### src/trsf_pkg.sv
// types and codes for the two-reader shared record fifo
// used by trsf_ctrl, trsf_store and two_reader_shared_fifo_core
package trsf_pkg;

  typedef enum logic [1:0] {
    FUNC_INSERT      = 2'd0,
    FUNC_READ_FIRST  = 2'd1,
    FUNC_READ_SECOND = 2'd2
  } trsf_func_e;

  typedef enum logic [1:0] {
    ST_OK      = 2'd0,
    ST_NO_DATA = 2'd1,
    ST_FULL    = 2'd2
  } trsf_status_e;

  typedef struct packed {
    logic [15:0] sensor_id;
    logic [31:0] timestamp;
    logic [63:0] value;
  } trsf_rec_t;

  typedef struct packed {
    logic [1:0]  func;
    logic [15:0] in_sensor_id;
    logic [31:0] in_timestamp;
    logic [63:0] in_value;
  } trsf_in_t;

  typedef struct packed {
    trsf_status_e status;
    logic [15:0]  out_sensor_id;
    logic [31:0]  out_timestamp;
    logic [63:0]  out_value;
    logic [6:0]   occupancy;
    logic [6:0]   unread_first;
    logic [6:0]   unread_second;
  } trsf_out_t;

  // per-beat result info that travels alongside the store read
  typedef struct packed {
    trsf_status_e status;
    logic         hit;
    logic [6:0]   occupancy;
    logic [6:0]   unread_first;
    logic [6:0]   unread_second;
  } trsf_meta_t;

endpackage

### src/trsf_ctrl.sv
// head pointer, fill count and per-reader consumed counts of the shared fifo
// computes store addresses and result info for each accepted beat; uses trsf_pkg
module trsf_ctrl #(
  parameter int unsigned DEPTH = 64,
  localparam int unsigned AW = (DEPTH > 1) ? $clog2(DEPTH) : 1,
  localparam int unsigned CW = $clog2(DEPTH + 1)
) (
  input  logic                 clk_i,
  input  logic                 rst_ni,
  input  logic                 accept_i,
  input  logic [1:0]           func_i,
  output logic                 wr_en_o,
  output logic [AW-1:0]        wr_addr_o,
  output logic                 rd_en_o,
  output logic [AW-1:0]        rd_addr_o,
  output trsf_pkg::trsf_meta_t meta_o
);
  import trsf_pkg::*;

  logic [AW-1:0] oldest_q, oldest_d, oldest_1;
  logic [CW-1:0] count_q, count_d, count_1;
  logic [CW-1:0] cf_q, cf_d, cf_1;
  logic [CW-1:0] cs_q, cs_d, cs_1;
  logic [CW-1:0] mine;
  logic          is_ins, is_rd, rd_first, full, drop, hit;

  // position of the record at offset off from base, wrapping at DEPTH
  function automatic logic [AW-1:0] slot(input logic [AW-1:0] base,
                                         input logic [CW-1:0] off);
    logic [AW:0] p;
    p = {1'b0, base} + (AW + 1)'(off);
    if (p >= (AW + 1)'(DEPTH)) p = p - (AW + 1)'(DEPTH);
    return p[AW-1:0];
  endfunction

  always_comb begin
    is_ins   = 1'b0;
    is_rd    = 1'b0;
    rd_first = 1'b0;
    unique case (func_i)
      FUNC_INSERT:      is_ins = 1'b1;
      FUNC_READ_FIRST: begin
        is_rd    = 1'b1;
        rd_first = 1'b1;
      end
      FUNC_READ_SECOND: is_rd = 1'b1;
      default: ;
    endcase
  end

  always_comb begin
    full = (count_q == CW'(DEPTH));
    // head goes once both readers have consumed it
    drop = is_rd && (count_q != '0) && (cf_q != '0) && (cs_q != '0);

    oldest_1 = drop ? slot(oldest_q, CW'(1)) : oldest_q;
    count_1  = count_q - CW'(drop);
    cf_1     = cf_q - CW'(drop);
    cs_1     = cs_q - CW'(drop);

    mine = rd_first ? cf_1 : cs_1;
    hit  = is_rd && (count_q != '0) && (mine < count_1);

    wr_en_o   = accept_i && is_ins && !full;
    wr_addr_o = slot(oldest_q, count_q);
    rd_en_o   = accept_i && hit;
    rd_addr_o = slot(oldest_1, mine);

    oldest_d = oldest_1;
    count_d  = (is_ins && !full) ? count_q + CW'(1) : count_1;
    cf_d     = cf_1 + CW'(hit && rd_first);
    cs_d     = cs_1 + CW'(hit && !rd_first);

    if (is_ins) meta_o.status = full ? ST_FULL : ST_OK;
    else        meta_o.status = hit ? ST_OK : ST_NO_DATA;
    meta_o.hit           = hit;
    meta_o.occupancy     = 7'(count_d);
    meta_o.unread_first  = 7'(CW'(count_d - cf_d));
    meta_o.unread_second = 7'(CW'(count_d - cs_d));
  end

  always_ff @(posedge clk_i or negedge rst_ni) begin
    if (!rst_ni) begin
      oldest_q <= '0;
      count_q  <= '0;
      cf_q     <= '0;
      cs_q     <= '0;
    end else if (accept_i) begin
      oldest_q <= oldest_d;
      count_q  <= count_d;
      cf_q     <= cf_d;
      cs_q     <= cs_d;
    end
  end

  a_count_range: assert property (@(posedge clk_i) disable iff (!rst_ni)
    count_q <= CW'(DEPTH))
    else $error("fill count above depth");

  a_first_le_count: assert property (@(posedge clk_i) disable iff (!rst_ni)
    cf_q <= count_q)
    else $error("first reader consumed more than held");

  a_second_le_count: assert property (@(posedge clk_i) disable iff (!rst_ni)
    cs_q <= count_q)
    else $error("second reader consumed more than held");

  a_insert_grows: assert property (@(posedge clk_i) disable iff (!rst_ni)
    wr_en_o |=> count_q == $past(count_q) + CW'(1))
    else $error("accepted insert did not grow the fifo");

  a_read_not_both: assert property (@(posedge clk_i) disable iff (!rst_ni)
    !(wr_en_o && rd_en_o))
    else $error("store written and read by the same beat");

endmodule

### config.mk
export PLATFORM = sky130hd
export DESIGN_NAME = trsf_ctrl
export DESIGN_NICKNAME = d
export VERILOG_FILES = /design/src/trsf_pkg.sv /design/src/trsf_ctrl.sv
export SDC_FILE = /design/constraint.sdc
export NUM_CORES = 1
export LEC_CHECK = 0
export ABC_CLOCK_PERIOD_IN_PS = 14100
export BUFFER_PORTS_ARGS = -buffer_cell sky130_fd_sc_hd__clkbuf_2
export CAP_MARGIN = 25
export CORE_UTILIZATION = 45
export CTS_CLUSTER_DIAMETER = 60
export DETAILED_ROUTE_END_ITERATION = 8
export PLACE_DENSITY = 0.76
export SLEW_MARGIN = 25
export SYNTH_ARGS = -nofsm -noshare
export SYNTH_HDL_FRONTEND = slang
export SYNTH_SLANG_ARGS = --single-unit
### constraint.sdc
create_clock -name clk_i -period 14.1 [get_ports clk_i]
set_input_delay 1.41 -clock clk_i [delete_from_list [all_inputs] [get_ports clk_i]]
set_output_delay 1.41 -clock clk_i [all_outputs]
set_load 0.05 [all_outputs]
After elaboration in Yosys (flattened, before gate mapping):

Index checks and enable logic that the tools add are counted.

* register bits: 27
* input bits: 5
* output and inout bits: 38
* word-level logic and storage cells: 54

* add/subtract/negate cells: 14
* magnitude comparators: 4
* eq/ne operators: 3
* muxes and demuxes: 12
* reductions and logical operators: 17

Operators with widths (count)
* 2-to-1 mux 6 bit: 4
* >= comparator 7 bit (second input constant): 3
* nonzero test 7 bit: 3
* subtractor 7 x 1 -> 7 bit: 3
* subtractor 6 x 1 -> 6 bit (second input constant): 3
* adder 6 x 7 -> 7 bit: 2
* adder 7 x 1 -> 7 bit: 2
* 2-to-1 mux 7 bit: 2
* subtractor 7 bit: 2
* logical AND 1 bit: 10
* adder 6 x 1 -> 7 bit (second input constant): 1
* adder 7 x 1 -> 7 bit (second input constant): 1
* == test 7 bit (second input constant): 1
* < comparator 7 bit: 1
* 2-to-1 mux 1 bit: 4
* 2-to-1 mux 2 bit: 2
* == test 2 x 1 -> 1 bit (second input constant): 1
* == test 2 bit (second input constant): 1
* logical NOT 1 bit: 2
* logical NOT 2 bit: 1
* OR reduction 2 bit: 1

Depth between registers and ports, before layout:

Gate-level depths: netlist of run 1.

* depth in word-level cells: 13
* mapped depth: 27

Worst setup path before layout of run 1:

Ideal clock, no wire load.

* kind: in2out
* start point: input func_i[1]
* end point: output meta_o[6] (netlist name)
* data arrival time: 6.382 ns
* data required time: 12.690 ns
* slack: 6.308 ns
* stages on the path: 25
* buffers on the path: 1
* cells stage by stage: inv_1 ha_1 o211a_1 buf_2 ha_1 ha_1 nand2b_1 nand2_1 mux2_2 ha_1 o21a_1 o21a_1 o2111ai_1 and3b_1 ha_1 ha_1 nand3b_1 o21ai_0 o22ai_1 xnor2_1 ha_1 o21ai_0 a21oi_1 o22ai_2 xnor2_1

RTL lines
* from (decl): line trsf_ctrl.sv:11 `input logic [1:0] func_i,`
* to (decl): line trsf_ctrl.sv:16 `output trsf_pkg::trsf_meta_t meta_o`

==> summary.md, run 1 <==
| Metric | Value |
|---|---|
| Cell at the root of the clock tree | clkbuf_8 |
| Fin Setup TNS | 0 ns |
| Total grt overflow | 0 |
| Half-perimeter wire length after placement | 6143 µm |
| Unrepaired setup endpoints after global routing | false |
| Chip height | 87.30 µm |
| Count of flip-flops with a built-in enable after synthesis | 0 |
| Clock latency of the later-clocked register in the worst-skew pair | 0.28 ns |
| Routed len/inst | 14.99 µm |
| Floorplan row count | 30 |
| Share of the synthesized area in the top cell type | 20.63% |
| Most common cell in the synthesized netlist | ha_1 |
| Sequential-to-total area share from yosys stat | 20.63% |
| Port Buffer Count | 42 |
| Worst Setup Start Kind | primary input |
| Number of hold violations in the final report | 0 |
| Element type at the critical path end | output pin |
| IO Count | 43 |
| Number of buffer and inverter stages on the critical path | 3 |
| Setup bufs post-CTS | 0 |
| Die boundary width | 87.30 µm |
| Path type of the worst min-delay path | flop to flop |
| Maxcap violations | 0 |
| Hold-fix buffers, CTS | 0 |
| Synth Warn # | 0 |
| Timing-limited maximum frequency | 120.9 MHz |
| Num CTS Buffers | 3 |
| Largest net degree at the start of global routing | 29 |
| Pins Over Slew Limit | 0 |
| CTS-repair resized insts | 0 |
| Number of design rule violations left after detail routing | 0 |
| Leading cell types by total area after synthesis | dfrtp_1, ha_1, xnor2_1, xor2_1, nand2_1 |
| Post-detailed-route count of antenna-violating nets | 0 |
| Antenna diode instance count | 0 |
| Cell type with the largest total area after synthesis | dfrtp_1 |
| P&R area growth vs syn | 8.636% |
| Flip-flop and latch count after synthesis | 27 |
| Final count of negative-setup-slack endpoints | 0 |
| TritonCTS clock tree | done |
| Post-Route WL | 7721 µm |
| Share of synthesized registers carrying an async set or reset | 100.0% |
| Number of different library cells in the post-synthesis netlist | 56 |
| Number of fill cells in the layout | 653 |
| First-pass GRT wire length | 12910 µm |
| Vias after detailed routing | 2840 |
| Starting Density | 47.41% |
| Period Utilization, post-route | 58.65% |
| Detailed-router iteration count before antenna repair | 5 |
| Highest fanout seen on the critical path | 10 |
| Gate Count Post-Synth | 392 |
| Netlist Area Pre-Place | 3274 µm² |
| Slowest cell delay on critical path | 0.45 ns |
| Synthesized netlist net count | 444 |
| Final GP Congestion | 0.8784 |
| Main flop type after synthesis | dfrtp_1 |
| Number of nets at the end of the flow | 472 |
| Mean post-synth cell area | 8.353 µm² |
| Die area | 7621 µm² |
| Number of H-tree branching levels | 1 |
| Fraction of layout cells with a size suffix above 1 | 14.80% |
| Core box area | 6907 µm² |
| Final period demand of the worst path | 8.270 ns |
| Vias per cell | 5.515 |
| Vias in the first global route | 2700 |
| Clock edge transition at the registers on the reported setup and hold paths | 0.10 ns |
| Setup Crit Path Kind | primary input to output pin |
| Post-Route Skew | 0.002741 ns |
| Max Buffers Root-to-Sink | 2 |
| Detailed Route Iter0 Violations | 183 |
| Worst Tran Pin Value | 0.7304 ns |
| Run status | completed |
| Tightest slew margin relative to the limit | 51.31% |
| Initial antenna violation count | 0 |
| Kind of cell adding the most delay to the critical path | adder cells |
| Commonest cells in the netlist | ha_1, xnor2_1, nand2_1 |
| Clock sinks | 27 |
| GR Util All Layers | 21.47% |
| Endpoint arrival time on the critical path | 6.86 ns |
| Critical path required time | 12.69 ns |
| Master of the slowest instance on the critical path | a211oi_1 |
| Cell occurring most often along the worst timing path | ha_1 |
-- cell type report --
class	instances	area, µm²	area share [%]
multi-input combinational	308	2364	66.44
timing repair buffer	42	210.2	5.909
inverter	38	142.6	4.010
clock buffer	4	45.04	1.266
sequential	27	675.6	18.99
tap	96	120.1	3.377
-- worst paths after layout --
| check | cells past startpoint | slack (ns) | end | startpoint |
|---|---|---|---|---|
| worst max-delay path | 25 | 5.83 | meta_o[6] | func_i[0] |
| worst max register to register | 20 | 8.95 | cs_q[6] | count_q[0] |
| max in group asynchronous | 1 | 12.47 | cs_q[1] | rst_ni |
| min in group asynchronous | 1 | 1.17 | count_q[6] | rst_ni |
| worst min register to register | 2 | 0.54 | cf_q[5] | cf_q[5] |
| worst min-delay path | 2 | 0.54 | cf_q[5] | cf_q[5] |
-- logic make-up after synthesis --
family | after synthesis | synth area share (%)
AO/OA/AOI/OAI | 81 | 15.51
flip-flops | 27 | 20.63
AND/OR/NAND/NOR | 109 | 17.27
multiplexers | 10 | 3.630
buffers and inverters | 57 | 7.184
XOR/XNOR | 59 | 16.20
adder cells (fa/ha/maj) | 49 | 19.56
-- cells in the final DEF, fill, tap and decap left out, drive strengths merged, types with 4 or more instances in the layout --
master  Yosys  layout
clkbuf     10      46
ha         43      43
xnor2      40      40
nand2      39      39
inv        38      38
o21ai      29      29
dfrtp      27      27
a21oi      20      20
xor2       18      18
nor2       18      18
a21o       10      10
nand3       9       9
nor3        8       8
and3        6       6
nand4       6       6
o21a        5       5
mux2        5       5
mux2i       5       5
o22ai       5       5
fa          4       4
-- metal layers --
layer	track usage [%]	part of all wire, %	vias to the layer above
met5	0	0	-
met1	29.47	47	1350
li1	-	-	1398
met4	3.875	1.1	0
met2	36.86	48	84
met3	2.085	4.3	8
-- registers in the layout (all words and copies together), names as in the netlist --
register and count:
cf_q 7, count_q 7, cs_q 7, oldest_q 6
-- worst min-delay path, cell delays in order, from the launching register on --
cell and delay (ns):
dfrtp_1 0.39, nand2_1 0.05, o21ai_0 0.06
-- per-stage QoR --
step	setup slack, ns	instance area, µm²	instances	util [%]	hold slack, ns
CTS	5.874	3557	515	51.50	0.5412
detailed placement	5.893	3512	511	50.85	0.5184
global route	5.437	3557	515	51.50	0.5552
floorplan	6.308	3274	392	-	0.4855
finish	5.830	3557	515	51.50	0.5418
global placement	5.929	3512	511	50.85	0.5106
Power of run 1 is left out: the tool's default activity adds up to more than one toggle a clock period on the data nets, which glitch-free logic cannot reach.
==> run 2, diff against run 1 <==
--- a/config.mk
+++ b/config.mk
@@ -5,13 +5,14 @@
 export SDC_FILE = /design/constraint.sdc
 export NUM_CORES = 1
 export LEC_CHECK = 0
-export ABC_CLOCK_PERIOD_IN_PS = 14100
+export ABC_AREA = 1
+export ABC_CLOCK_PERIOD_IN_PS = 7500
 export BUFFER_PORTS_ARGS = -buffer_cell sky130_fd_sc_hd__clkbuf_2
 export CAP_MARGIN = 25
 export CORE_UTILIZATION = 45
 export CTS_CLUSTER_DIAMETER = 60
 export DETAILED_ROUTE_END_ITERATION = 8
-export PLACE_DENSITY = 0.76
+export PLACE_DENSITY = 0.78
 export SLEW_MARGIN = 25
 export SYNTH_ARGS = -nofsm -noshare
 export SYNTH_HDL_FRONTEND = slang
==> constraint.sdc (replaced) <==
create_clock -name clk_i -period 7.5 [get_ports clk_i]
set_input_delay 0.75 -clock clk_i [delete_from_list [all_inputs] [get_ports clk_i]]
set_output_delay 0.75 -clock clk_i [all_outputs]
set_load 0.05 [all_outputs]
==> run 2 against run 1 <==
  * Core utilization shrank 0.063 points
  * Die area grew 3.5%
  * First-iteration DRC count fell by 11%
  * Final cell count rose by 17%
  * Routed wire length up 7.1%
  * Count of clock-buffer cells in the layout down 1
  * Critical path depth rose by 8
  * Critical path type is now flop to output pin
  * Critical endpoint is now meta_o[13]
  * Largest cell class unchanged
==> summary.md, run 2 <==
| Metric | Value |
|---|---|
| Number of hold violations in the final report | 0 (unchanged) |
| Endpoint arrival time on the critical path | 5.99 ns (-0.87 ns) |
| IO Count | 43 (unchanged) |
| Netlist Area Pre-Place | 3392 µm² (+3.6%) |
| Fin Setup TNS | 0 ns (unchanged) |
| Die area | 7889 µm² (+3.5%) |
| P&R area growth vs syn | 9.996% |
| Highest fanout seen on the critical path | 8 (-2) |
| Flip-flop and latch count after synthesis | 27 (unchanged) |
| Number of H-tree branching levels | 1 (unchanged) |
| Final period demand of the worst path | 6.735 ns |
| Worst Tran Pin Value | 0.9804 ns (+0.2500 ns) |
| Crit Reg-Reg Startpoint | count_q[0] |
| Num CTS Buffers | 3 (unchanged) |
| Final count of negative-setup-slack endpoints | 0 (unchanged) |
| Floorplan row count | 31 (+3.3%) |
| Vias after detailed routing | 3121 (+9.9%) |
| Pins Over Slew Limit | 0 (unchanged) |
| Synthesized netlist net count | 519 (+17%) |
| Cell occurring most often along the worst timing path | nand2_1 |
| Sequential-to-total area share from yosys stat | 19.92% (-0.72 points) |
| Clock sinks | 27 (unchanged) |
| Detailed Route Iter0 Violations | 162 (-11%) |
| Main flop type after synthesis | dfrtp_1 |
| Max Buffers Root-to-Sink | 2 (unchanged) |
| Routed len/inst | 13.70 µm (-8.7%) |
| Met1 track utilization from global routing | 28.49% (-0.98 points) |
| Half-perimeter wire length after placement | 6811 µm (+11%) |
| Setup bufs post-CTS | 0 (unchanged) |
| Starting Density | 46.77% (-0.64 points) |
| First-pass GRT wire length | 13370 µm (+3.6%) |
| Most frequent cells in the layout | nand2_1, inv_1, ha_1, clkbuf_2, o21ai_0 |
| Share of the synthesized area in the top cell type | 19.92% (-0.72 points) |
| Element type at the critical path end | output pin |
| TritonCTS clock tree | done |
| Number of design rule violations left after detail routing | 0 (unchanged) |
| Vias per cell | 5.167 (-6.3%) |
| Clock latency of the later-clocked register in the worst-skew pair | 0.28 ns (about the same) |
| Count of flip-flops with a built-in enable after synthesis | 0 (unchanged) |
| Period Utilization, post-route | 89.80% |
| Leading cell types by total area after synthesis | dfrtp_1, ha_1, nand2_1, inv_1, xor2_1 |
| Most common cell after layout, fill and taps aside | nand2_1 |
| Initial antenna violation count | 0 (unchanged) |
| Number of different library cells in the post-synthesis netlist | 38 (-32%) |
| Share of synthesized registers carrying an async set or reset | 100.0% (unchanged) |
| Antenna diode instance count | 0 (unchanged) |
| Cell type with the largest total area after synthesis | dfrtp_1 |
| Met2 Use GR | 38.60% (+1.7 points) |
| Detailed-router iteration count before antenna repair | 7 (+2) |
| Hold-fix buffers, CTS | 0 (unchanged) |
| Master of the slowest instance on the critical path | dfrtp_1 |
| Worst Setup Start Kind | flop |
| Die boundary width | 88.82 µm (+1.7%) |
| Most common cell in the synthesized netlist | nand2_1 |
| Setup Crit Path Kind | flop to output pin |
| Synth Warn # | 0 (unchanged) |
| Number of fill cells in the layout | 721 (+10%) |
| Post-Route Skew | 0.004828 ns (+0.002087 ns) |
| Vias in the first global route | 2872 (+6.4%) |
| Run status | completed |
| Most Used Layer, Global Route | met2 |
| Fraction of layout cells with a size suffix above 1 | 18.81% (+4.0 points) |
| Chip height | 88.82 µm (+1.7%) |
| Instance count after placement with tap cells included | 600 (+17%) |
| Commonest cells in the netlist | nand2_1, inv_1, ha_1 |
| Tightest slew margin relative to the limit | 34.57% (-17 points) |
| Total grt overflow | 0 (unchanged) |
| Post-Route WL | 8272 µm (+7.1%) |
| Clock edge transition at the registers on the reported setup and hold paths | 0.10 ns (about the same) |
| GR Util All Layers | 22.02% (+0.55 points) |
| Maxcap violations | 0 (unchanged) |
| Largest registers in the final layout | cf_q (7), count_q (7), cs_q (7) |
| Cell at the root of the clock tree | clkbuf_8 |
| CTS-repair resized insts | 0 (unchanged) |
| Post-Route Hold Slack | 0.5054 ns (-0.03638 ns) |
| Critical path required time | 6.75 ns (-5.94 ns) |
| Path type of the worst min-delay path | primary input to async pin |
| Slowest cell delay on critical path | 0.45 ns (about the same) |
| CP Launch Point | count_q[0] |
| Gate Count Post-Synth | 467 (+19%) |
| Core box area | 7253 µm² (+5.0%) |
| Number of cell instances on the worst register-to-register path | 28 (+40%) |
| Largest net degree at the start of global routing | 35 (+21%) |
| Number of standard cells in the final layout excluding fillers | 604 (+17%) |
| Port Buffer Count | 42 (unchanged) |
| Unrepaired setup endpoints after global routing | false |
| Timing-limited maximum frequency | 148.5 MHz |
| Final design utilization | 51.44% (-0.063 points) |
| Number of nets at the end of the flow | 558 (+18%) |
| Final GP Congestion | 0.9358 (+6.5%) |
| Mean post-synth cell area | 7.263 µm² (-13%) |
| Post-detailed-route count of antenna-violating nets | 0 (unchanged) |
| Met3 demand-to-capacity share in global routing | 3.172% (+1.1 points) |
-- run 2: cell types whose count changed in the layout (fill, tap and decap cells not counted), moves of 9 or more --
| cell | before | now |
|---|---|---|
| nand3_1 | 9 | 28 |
| xnor2_1 | 40 | 9 |
| nand2_2 | 0 | 9 |
| xor2_1 | 18 | 28 |
| a21o_1 | 10 | 0 |
| o21ai_1 | 2 | 11 |
| inv_2 | 0 | 10 |
| nand2_1 | 39 | 100 |
| inv_1 | 38 | 68 |
-- run 2: cells by family after synthesis --
group                      after synthesis  share of synthesized area, %
DFF                                     27                         19.92
xor gates and xnor gates                43                         12.43
adders and majority gates               47                         18.22
and+or+nand+nor                        193                         27.92
buffers and inverters                   89                         10.44
AOI/OAI and AO/OA                       67                         10.77
muxes                                    1                        0.2951
-- run 2: path summary, 6_finish.rpt --
| path | endpoint | slack (ns) |
|---|---|---|
| max | meta_o[13] | 0.76 |
| min | count_q[4] | 0.51 |
| max reg2reg | cf_q[6] | 2.54 |
| min reg2reg | cf_q[6] | 0.55 |
| max in group asynchronous | count_q[0] | 6.55 |
| min in group clk_i | cf_q[6] | 0.55 |
-- run 2: critical path: cells and delay by family, from the launching register on --
kind / cells / cell delay [ns]
compound gates: 4 / 0.87
simple gates: 16 / 1.41
xor+xnor: 1 / 0.17
flops: 1 / 0.45
fa+ha+maj: 7 / 2.10
buf+inv: 5 / 0.71
-- run 2: through the flow --
step | setup WS [ns] | cell area, µm²
floorplan | 1.278 | 3392
CTS | 0.8120 | 3731
global placement | 1.041 | 3685
finish | 0.7649 | 3731
global route | 0.3546 | 3731
detailed placement | 0.8647 | 3685
-- run 2: final cells by class --
type | count | area, µm² | share of cell area (%)
clock buffer | 3 | 41.29 | 1.107
clock inverter | 1 | 5.005 | 0.1341
inverter | 80 | 305.3 | 8.182
multi-input combinational | 351 | 2362 | 63.31
sequential | 27 | 675.6 | 18.11
tap | 99 | 123.9 | 3.320
timing repair buffer | 43 | 217.7 | 5.835
-- run 2: routing by layer --
layer | vias up | routed length (µm)
met3 | 16 | 453
met4 | 0 | 133
met2 | 104 | 4020
met1 | 1436 | 3665
met5 | - | 0
li1 | 1565 | -
Power of run 2 is left out for the same reason.
==> run 3, diff against run 2 <==
--- a/config.mk
+++ b/config.mk
@@ -6,13 +6,15 @@
 export NUM_CORES = 1
 export LEC_CHECK = 0
 export ABC_AREA = 1
-export ABC_CLOCK_PERIOD_IN_PS = 7500
+export ABC_CLOCK_PERIOD_IN_PS = 6000
 export BUFFER_PORTS_ARGS = -buffer_cell sky130_fd_sc_hd__clkbuf_2
 export CAP_MARGIN = 25
-export CORE_UTILIZATION = 45
+export CELL_PAD_IN_SITES_DETAIL_PLACEMENT = 1
+export CELL_PAD_IN_SITES_GLOBAL_PLACEMENT = 1
+export CORE_UTILIZATION = 39
 export CTS_CLUSTER_DIAMETER = 60
 export DETAILED_ROUTE_END_ITERATION = 8
-export PLACE_DENSITY = 0.78
+export PLACE_DENSITY = 0.89
 export SLEW_MARGIN = 25
 export SYNTH_ARGS = -nofsm -noshare
 export SYNTH_HDL_FRONTEND = slang
==> constraint.sdc (replaced) <==
create_clock -name clk_i -period 6 [get_ports clk_i]
set_input_delay 0.6 -clock clk_i [delete_from_list [all_inputs] [get_ports clk_i]]
set_output_delay 0.6 -clock clk_i [all_outputs]
set_load 0.05 [all_outputs]
==> run 3 against run 2 <==
  * The flow now finishes with violations (setup timing)
  * Register-to-register slack got worse by 1.6 ns
  * Final cell count increased by 15%
  * Routed wire length grew 120%
  * First-iteration DRC count up 81%
  * Die area grew 15%
  * Final area rose by 31%
  * Core utilization rose by 7.4 points
  * Count of clock-buffer cells in the layout rose by 1
  * Worst hold slack worse by 0.15 ns
  * Highest routed layer unchanged
  * Sequential cell count unchanged
==> summary.md, run 3 (synthesis gave the netlist of run 2 again) <==
| Metric | Value |
|---|---|
| Port Buffer Count | 42 (unchanged) |
| Kind of cell adding the most delay to the critical path | simple AND/OR/NAND/NOR gates |
| Clock sinks | 27 (unchanged) |
| Number of standard cells in the final layout excluding fillers | 696 (+15%) |
| Failing checks | setup timing |
| Tightest slew margin relative to the limit | 16.32% (-18 points) |
| Post-Route Hold Slack | 0.3537 ns (-0.1517 ns) |
| Maxcap violations | 0 (unchanged) |
| Number of buffer and inverter stages on the critical path | 7 (+2) |
| Element type at the critical path end | output pin |
| Worst Setup Start Kind | flop |
| Cell at the root of the clock tree | clkbuf_8 |
| Max Buffers Root-to-Sink | 2 (unchanged) |
| Vias in the first global route | 4196 (+46%) |
| Worst setup slack after placement | -0.1810 ns (-1.046 ns) |
| Number of cell instances on the worst register-to-register path | 35 (+25%) |
| Initial antenna violation count | 0 (unchanged) |
| Number of hold violations in the final report | 0 (unchanged) |
| Antenna diode instance count | 0 (unchanged) |
| Highest fanout seen on the critical path | 4 (-4) |
| Number of H-tree branching levels | 1 (unchanged) |
| Post-Route WL | 18380 µm (+120%) |
| Final GP Congestion | 0.9178 (-1.9%) |
| Post-Route Skew | 0.01205 ns (+0.007223 ns) |
| Fraction of layout cells with a size suffix above 1 | 42.98% (+24 points) |
| Final count of negative-setup-slack endpoints | 8 (+8) |
| Vias after detailed routing | 4247 (+36%) |
| Setup Crit Path Kind | flop to output pin |
| Largest net degree at the start of global routing | 33 (-5.7%) |
| Num CTS Buffers | 3 (unchanged) |
| Floorplan row count | 33 (+6.5%) |
| Cell occurring most often along the worst timing path | nand2_1 |
| Number of fill cells in the layout | 1016 (+41%) |
| Period Utilization, post-route | 105.9% |
| Largest registers in the final layout | cf_q (7), count_q (7), cs_q (7) |
| Die area | 9074 µm² (+15%) |
| Detailed Route Iter0 Violations | 294 (+81%) |
| Post-detailed-route count of antenna-violating nets | 0 (unchanged) |
| Clock latency of the later-clocked register in the worst-skew pair | 0.32 ns (+0.04 ns) |
| First-pass GRT wire length | 22170 µm (+66%) |
| TritonCTS clock tree | done |
| Final instance area | 4886 µm² (+31%) |
| Clock edge transition at the registers on the reported setup and hold paths | 0.13 ns (+0.03 ns) |
| Instance count after placement with tap cells included | 625 (+4.2%) |
| Path type of the worst min-delay path | primary input to async pin |
| Unrepaired setup endpoints after global routing | true |
| Number of design rule violations left after detail routing | 0 (unchanged) |
| Post-detailed-placement cell area | 3850 µm² (+4.5%) |
| Vias per cell | 6.102 (+18%) |
| Final setup margin | -0.3558 ns (-1.121 ns) |
| Critical path required time | 5.40 ns (-1.35 ns) |
| Most frequent cells in the layout | buf_4, nand2_1, inv_1, clkbuf_2 |
| Starting Density | 40.87% (-5.9 points) |
| Chip height | 95.26 µm (+7.3%) |
| Slowest cell delay on critical path | 0.44 ns (about the same) |
| P&R area growth vs syn | 44.04% |
| Total grt overflow | 0 (unchanged) |
| Number of nets at the end of the flow | 644 (+15%) |
| Timing-limited maximum frequency | 157.3 MHz |
| Half-perimeter wire length after placement | 8608 µm (+26%) |
| GR Util All Layers | 32.85% (+11 points) |
| Most common cell after layout, fill and taps aside | buf_4 |
| Worst Tran Pin Value | 1.242 ns (+0.2617 ns) |
| Run status | finished with violations |
| Pins Over Slew Limit | 0 (unchanged) |
| Final period demand of the worst path | 6.356 ns |
| Die boundary width | 95.26 µm (+7.3%) |
| IO Count | 43 (unchanged) |
| Master of the slowest instance on the critical path | dfrtp_1 |
| Detailed-router iteration count before antenna repair | 5 (-2) |
| Endpoint arrival time on the critical path | 5.76 ns (-0.23 ns) |
| Number of gates on the worst path with buffers counted | 35 (+6.1%) |
| Routed len/inst | 26.40 µm (+93%) |
| Core box area | 8299 µm² (+14%) |
| Hold-fix buffers, CTS | 0 (unchanged) |
[run 3: cell types whose count changed in the layout (fill, tap and decap cells not counted), moves of 5 or more]
cell,before,now
buf_4,1,87
ha_1,43,27
nand2_1,100,85
ha_4,0,13
nand2_2,9,21
a21oi_1,14,8
clkbuf_2,42,36
inv_1,68,62
nor2_1,21,15
o21ai_0,33,27
dfrtp_1,27,22
dfrtp_2,0,5
inv_2,10,15
[run 3: final cells by class]
cell class	count	area [µm²]	area share, %
timing repair buffer	129	899.6	18.41
clock buffer	4	45.04	0.9219
inverter	80	307.8	6.300
multi-input combinational	351	2820	57.72
sequential	27	681.9	13.96
tap	105	131.4	2.689
[run 3: final timing paths]
| check | startpoint | slack [ns] | end |
|---|---|---|---|
| setup / recovery | cs_q[5] | -0.36 | meta_o[6] |
| hold / removal | rst_ni | 0.35 | count_q[0] |
| setup reg to reg | cs_q[5] | 0.96 | oldest_q[5] |
| hold reg to reg | cf_q[5] | 0.59 | cf_q[5] |
| max in group asynchronous | rst_ni | 5.06 | cf_q[2] |
| min in group clk_i | cf_q[5] | 0.59 | cf_q[5] |
[run 3: metal layers]
metal / part of all wire, % / GRT usage [%] / vias to the layer above / wire (µm)
li1: - / - / 1729 / -
met1: 34 / 35.00 / 2065 / 6329
met2: 49 / 59.46 / 323 / 9008
met3: 7.9 / 6.300 / 130 / 1453
met4: 8.6 / 19.82 / 0 / 1585
met5: 0 / 0 / - / 0
[run 3: through the flow]
| step | util [%] | TNS, ns |
|---|---|---|
| 6_report | 58.87 | -1.500 |
| 5_1_grt | 58.87 | -2.220 |
| 2_1_floorplan | - | 0 |
| 4_1_cts | 51.50 | 0 |
| 3_3_place_gp | 46.39 | 0 |
| 3_5_place_dp | 46.39 | -0.2310 |
[run 3: repair_timing]
item	4_1_cts	5_1_grt
resized for setup	22	94
setup endpoints to repair	5	12
pin swaps	13	38
buffers inserted	41	29
Power of run 3 is left out for the same reason.
